`config.mk`:
```
export PLATFORM = sky130hd
export DESIGN_NAME = ntam_front
export DESIGN_NICKNAME = d
export VERILOG_FILES = /design/src/rtl/core/ntam_pkg.sv /design/src/rtl/core/ntam_front.sv
export SDC_FILE = /design/constraint.sdc
export NUM_CORES = 1
export LEC_CHECK = 0
export ABC_CLOCK_PERIOD_IN_PS = 2000
export BUFFER_PORTS_ARGS = -buffer_cell sky130_fd_sc_hd__buf_2
export CELL_PAD_IN_SITES_DETAIL_PLACEMENT = 2
export CELL_PAD_IN_SITES_GLOBAL_PLACEMENT = 2
export CORE_MARGIN = 3
export CORE_UTILIZATION = 35
export DETAILED_ROUTE_END_ITERATION = 6
export PLACE_DENSITY = 0.79
export SYNTH_ARGS = -nofsm -noshare
export SYNTH_HDL_FRONTEND = slang
export SYNTH_SLANG_ARGS = --single-unit
```
`constraint.sdc`:
```
create_clock -name clock -period 2 [get_ports clock]
set_input_delay 0.4 -clock clock [delete_from_list [all_inputs] [get_ports clock]]
set_output_delay 0.4 -clock clock [all_outputs]
set_load 0.01 [all_outputs]
```
`src/rtl/core/ntam_pkg.sv`:
```
// Shared constants, types and state codes of the thermistor array monitor.
package ntam_pkg;

   localparam int ADC_BITS_DEF  = 12;
   localparam int NUM_CELLS_DEF = 4;

   localparam int CH_MAX_W    = 5;
   localparam int ADC_MAX_W   = 16;
   localparam int QUEUE_DEPTH = 2;

   localparam int LOG_LANES  = 4;
   localparam int LOG_IN_W   = 20;
   localparam int LOG_FRAC_W = 24;
   localparam int LOG_EXP_W  = 5;
   localparam int LOG_OUT_W  = LOG_EXP_W + LOG_FRAC_W;
   localparam int MANT_W     = 31;

   localparam int DIV_NUM_W = 52;
   localparam int DIV_DEN_W = 48;

   localparam int L_W  = 32;
   localparam int P_W  = 64;
   localparam int S_W  = 50;
   localparam int Q_W  = 53;

   localparam int KR_W     = 22;
   localparam int RECIP_W  = 23;
   localparam int RECIP_SH = 29;

   localparam int TEMP_W     = 16;
   localparam int SPREAD_W   = 16;
   localparam int RATE_W     = 17;
   localparam int CSR_IDX_W  = 2;
   localparam int CSR_DATA_W = 20;
   localparam int BETA_W     = 16;
   localparam int OHMS_W     = 20;
   localparam int T0_W       = 9;

   localparam logic signed [TEMP_W-1:0] SENTINEL_TEMP   = -16'sd15984;
   localparam logic signed [TEMP_W-1:0] PREV_RESET_TEMP = 16'sd400;
   localparam logic signed [TEMP_W-1:0] TEMP_MAX        = 16'sh7fff;
   localparam logic signed [TEMP_W-1:0] TEMP_MIN        = 16'sh8000;

   localparam logic signed [L_W-1:0]    LN2_Q30        = 32'sd744261118;
   localparam logic [DIV_NUM_W-1:0]     INV0_NUM       = 52'd100 << 40;
   localparam logic [DIV_NUM_W-1:0]     KELVIN_NUM     = 52'd1600 << 40;
   localparam logic [19:0]              KELVIN_OFFSET  = 20'd437040;
   localparam logic [Q_W-1:0]           HALF_HUNDRED   = 53'd50;
   localparam logic [Q_W-1:0]           KELVIN_SAT     = 53'd3276900;
   localparam logic [RECIP_W-1:0]       RECIP_100      = 23'd5368710;
   localparam logic signed [17:0]       ZERO_C_CENTI   = 18'sd27315;
   localparam logic signed [17:0]       CENTI_SCALE    = 18'sd100;

   localparam logic [BETA_W-1:0] BETA_RESET    = 16'd3950;
   localparam logic [OHMS_W-1:0] SERIES_RESET  = 20'd10000;
   localparam logic [OHMS_W-1:0] NOMINAL_RESET = 20'd10000;
   localparam logic [T0_W-1:0]   T0_RESET      = 9'd25;

   typedef enum logic [CSR_IDX_W-1:0] {
      CSR_BETA         = 2'd0,
      CSR_SERIES       = 2'd1,
      CSR_NOMINAL_OHMS = 2'd2,
      CSR_NOMINAL_TEMP = 2'd3
   } ntam_csr_type;

   typedef enum logic [1:0] {
      KIND_CELL,
      KIND_AMBIENT,
      KIND_OTHER
   } ntam_kind_type;

   typedef struct packed {
      ntam_kind_type          kind;
      logic [CH_MAX_W-1:0]    channel;
      logic [ADC_MAX_W-1:0]   raw;
      logic                   fault;
   } ntam_item_type;

   typedef struct packed {
      logic [BETA_W-1:0] beta;
      logic [OHMS_W-1:0] series;
      logic [OHMS_W-1:0] nominal;
      logic [T0_W-1:0]   temp0;
   } ntam_cfg_type;

   typedef enum logic [3:0] {
      ST_IDLE,
      ST_LOG,
      ST_SCALE,
      ST_TERM,
      ST_INV0,
      ST_SUM,
      ST_QUOT,
      ST_KELVIN,
      ST_ROUND,
      ST_STATS,
      ST_SWEEP,
      ST_DONE
   } ntam_state_type;

endpackage

```
`src/rtl/core/ntam_front.sv`:
```
// Front end: accepts samples, classifies them and queues them for the converter.
module ntam_front #(
   parameter int ADC_BITS  = ntam_pkg::ADC_BITS_DEF,
   parameter int NUM_CELLS = ntam_pkg::NUM_CELLS_DEF,
   parameter int CH_W      = 3
) (
   input  logic                   clock,
   input  logic                   reset,
   input  logic                   req_valid,
   output logic                   req_stall,
   input  logic [CH_W-1:0]        req_channel,
   input  logic [ADC_BITS-1:0]    req_adc_sample,
   input  logic                   req_read_failed,
   output logic                   item_valid,
   output ntam_pkg::ntam_item_type item,
   input  logic                   item_pop
);
   import ntam_pkg::*;

   localparam int PTR_W = $clog2(QUEUE_DEPTH);
   localparam int CNT_W = $clog2(QUEUE_DEPTH + 1);
   localparam logic [ADC_BITS-1:0] ADC_FULL = '1;

   ntam_item_type       queue_ff [QUEUE_DEPTH];
   logic [PTR_W-1:0]    wr_ptr_ff, wr_ptr_in;
   logic [PTR_W-1:0]    rd_ptr_ff, rd_ptr_in;
   logic [CNT_W-1:0]    count_ff, count_in;
   ntam_item_type       classified;
   logic                push, pop;

   always_comb begin
      classified.channel = CH_MAX_W'(req_channel);
      classified.raw     = ADC_MAX_W'(req_adc_sample);
      classified.fault   = req_read_failed || (req_adc_sample == '0)
                           || (req_adc_sample == ADC_FULL);
      if (req_channel < CH_W'(NUM_CELLS)) begin
         classified.kind = KIND_CELL;
      end else if (req_channel == CH_W'(NUM_CELLS)) begin
         classified.kind = KIND_AMBIENT;
      end else begin
         classified.kind = KIND_OTHER;
      end
   end

   assign req_stall  = (count_ff == CNT_W'(QUEUE_DEPTH));
   assign item_valid = (count_ff != '0);
   assign item       = queue_ff[rd_ptr_ff];
   assign push       = req_valid && !req_stall;
   assign pop        = item_pop && item_valid;

   always_comb begin
      wr_ptr_in = push ? PTR_W'(wr_ptr_ff + 1'b1) : wr_ptr_ff;
      rd_ptr_in = pop ? PTR_W'(rd_ptr_ff + 1'b1) : rd_ptr_ff;
      count_in  = count_ff;
      if (push && !pop) begin
         count_in = CNT_W'(count_ff + 1'b1);
      end else if (pop && !push) begin
         count_in = CNT_W'(count_ff - 1'b1);
      end
   end

   always_ff @(posedge clock) begin
      if (reset) begin
         wr_ptr_ff <= '0;
         rd_ptr_ff <= '0;
         count_ff  <= '0;
      end else begin
         wr_ptr_ff <= wr_ptr_in;
         rd_ptr_ff <= rd_ptr_in;
         count_ff  <= count_in;
      end
   end

   always_ff @(posedge clock) begin
      if (push) begin
         queue_ff[wr_ptr_ff] <= classified;
      end
   end

endmodule

```
==> impl_metrics.env <==
export IMPL_yosysSeqAreaShare=0.723
export IMPL_pwr_share_seq=0.489
export IMPL_antenna_found_initial=0
export IMPL_synth_seq_cells=41
export IMPL_combPwrFrac=0.297
export IMPL_max_clock_freq_mhz=560
export IMPL_cts_htree_levels=2
export IMPL_grt_overflow=0
export IMPL_io_pins=46
export IMPL_p_per_area_mw_per_mm2=1190
export IMPL_cp_required_ns=1.60
export IMPL_core_area_mm2=0.00444
export IMPL_vias=972
export IMPL_yosys_warnings=0
export IMPL_hp_start="req_adc_sample[7]"
export IMPL_hold_path_class="input port to register"
export IMPL_setup_viol=0
export IMPL_r2r_start="count_ff[0]$_SDFFE_PP0P_"
export IMPL_setup_tns_ns=0
export IMPL_cts_buffers=5
export IMPL_peakVddDrop_v=0.000432
export IMPL_postCtsResizedCells=0
export IMPL_wl_per_cell_um=18.2
export IMPL_fin_skew_ns=0.00755
export IMPL_regToRegEndpoint="count_ff[1]$_SDFFE_PP0P_"
export IMPL_dp_cells=190
export IMPL_area_delta_synth_final_pct=19.9
export IMPL_crit_fanout=18
export IMPL_reg2reg_depth=4
export IMPL_syn_area_per_cell_um2=16.5
export IMPL_gp_congestion=0.723
export IMPL_layout_drive_gt1_share=0.466
export IMPL_clkTransAtPathRegs_ns=0.08
export IMPL_die_h_um=74.3
export IMPL_antenna_cells=0
export IMPL_status="finished clean"
export IMPL_hold_viol_final=0
export IMPL_crit_chain="buf_4 > mux2_2 > buf_2"
export IMPL_synth_area_mm2=0.00163
export IMPL_min_to="queue_ff[1][8]$_DFFE_PP_"
export IMPL_pwr_share_clk=0.214
export IMPL_final_cell_mix="buf_2, edfxtp_1, mux2_2"
export IMPL_rows=24
export IMPL_drc=0
export IMPL_antenna_left=0
export IMPL_maxCapViolCount=0
export IMPL_r2r_slack_ns=0.38
export IMPL_postCtsSetupBuffers=0
export IMPL_clock_latency_ns=0.29
export IMPL_hold_buffers=0
export IMPL_hpwlAfterDp_um=2720
export IMPL_grt_pass1_wl_um=5540
export IMPL_hold_path_cell_count=1
export IMPL_viasPerCell=4.91
export IMPL_finalCritPeriodShare=0.893
export IMPL_chipWidth_um=74.3
export IMPL_instances_no_fill=198
export IMPL_synthCells=99
export IMPL_cp_slowest_cell="mux2_2"
export IMPL_end_kind="output pin"
export IMPL_slowest_delay_ns=0.38
export IMPL_grt_pass1_vias=1068
export IMPL_p_leak_nw=0.753
export IMPL_crit_type="register to output pin"
export IMPL_netlist_cell_type_count=22
export IMPL_placed_cell_area_mm2=0.00188
export IMPL_final_nets=166
export IMPL_grt_setup_unrepaired="no"
export IMPL_cts_root_buf="clkbuf_8"
export IMPL_swShare=0.298
export IMPL_cts_tree="built"
export IMPL_crit_arrival_ns=1.39
export IMPL_period_needed_ns=1.79
export IMPL_final_common_cell="buf_2"
export IMPL_clockBufferDepth=2
export IMPL_drv_slew=0
export IMPL_grt_max_degree=19
export IMPL_routed_wl_um=3600
export IMPL_io_buffers=39
export IMPL_die_area_mm2=0.00552
export IMPL_p_int_w=0.00163
export IMPL_clock_sinks=41
export IMPL_start_kind="register"
export IMPL_drtPass1Iterations=4
export IMPL_final_area_mm2=0.00196
export IMPL_drt_initial_drc_count=59
export IMPL_power_switching_w=0.000694
export IMPL_start_util=0.368
export IMPL_grt_use_total=0.142
cell families (layout without fill, tap and decap cells):
| group | after synthesis | count (layout) | synth area share |
|---|---|---|---|
| flip-flops | 41 | 41 | 0.723 |
| multiplexers | 18 | 18 | 0.124 |
| AND/OR/NAND/NOR | 18 | 18 | 0.0636 |
| buffers and inverters | 10 | 52 | 0.0398 |
| AO/OA/AOI/OAI | 7 | 7 | 0.0237 |
| XOR/XNOR | 3 | 3 | 0.0161 |
| adder cells (fa/ha/maj) | 1 | 1 | 0.00766 |
| other | 1 | 6 | 0.00229 |
worst max-delay path: cells and delay by family, from the launching register on:
family / cells / cell delay, ns
flops: 1 / 0.32
mux: 1 / 0.38
buf+inv: 2 / 0.40
cell usage after synthesis, drive strengths merged:
cell type,instances,area [µm²]
nand4,3,18.8
nor2b,1,8.76
o21a,1,7.51
a31oi,1,6.26
edfxtp,36,1080
inv,2,7.51
ha,1,12.5
mux2,18,203
nand2,1,3.75
and2,1,6.26
or3,3,18.8
xor2,3,26.3
dfxtp,5,100
or2,1,6.26
a21oi,2,10.0
nor2,4,15.0
nor4,3,18.8
buf,8,57.6
conb,1,3.75
o21ai,3,15.0
nor3b,1,7.51
stage by stage:
step	setup slack (ns)	utilization	hold slack (ns)	power, W
5_1_grt	0.154	0.441	0.327	0.00247
6_report	0.215	0.441	0.333	0.00233
4_1_cts	0.187	0.441	0.321	0.00237
3_3_place_gp	0.486	0.423	0.475	0.00181
2_1_floorplan	0.439	-	0.452	0.00159
3_5_place_dp	0.406	0.423	0.488	0.00187
cell type report:
cell class / count / area (µm²)
clock buffer: 5 / 68.8
clock inverter: 3 / 12.5
fill: 447 / 2480
inverter: 2 / 7.51
multi-input combinational: 53 / 407
sequential: 41 / 1180
tap: 52 / 65.1
timing repair buffer: 42 / 218
power groups by stage:
| stage | clock (W) | combinational, W | sequential [W] |
|---|---|---|---|
| global placement | 0 | 0.000664 | 0.00114 |
| detailed placement | 0 | 0.000706 | 0.00116 |
| global route | 0.000554 | 0.000764 | 0.00115 |
| floorplan | 0 | 0.000454 | 0.00113 |
| CTS | 0.000519 | 0.000710 | 0.00114 |
| finish | 0.000498 | 0.000691 | 0.00114 |
flip-flops by register name (all words and copies together) (netlist names), named ones only:
signal	cells
count_ff	2
queue_ff	36
rd_ptr_ff	1
wr_ptr_ff	1
layer usage:
layer  wire, µm  GRT usage  vias up
li1           -          -      455
met1       1480      0.160      481
met2       1880      0.253       29
met3        179     0.0419        7
met4         56     0.0534        0
met5          0          0        -
how the worst max path moves through the flow:
stage          cells past startpoint                        to                     start
2_1_floorplan                      3  queue_ff[0][0]$_DFFE_PP_  count_ff[1]$_SDFFE_PP0P_
3_3_place_gp                       5  queue_ff[0][5]$_DFFE_PP_                 req_valid
3_5_place_dp                       4  count_ff[1]$_SDFFE_PP0P_  count_ff[0]$_SDFFE_PP0P_
4_1_cts                            3                   item[0]                  register
5_1_grt                            3                   item[6]                  register
6_report                           3                   item[6]                  register
Power figures use the tool's default switching activity.
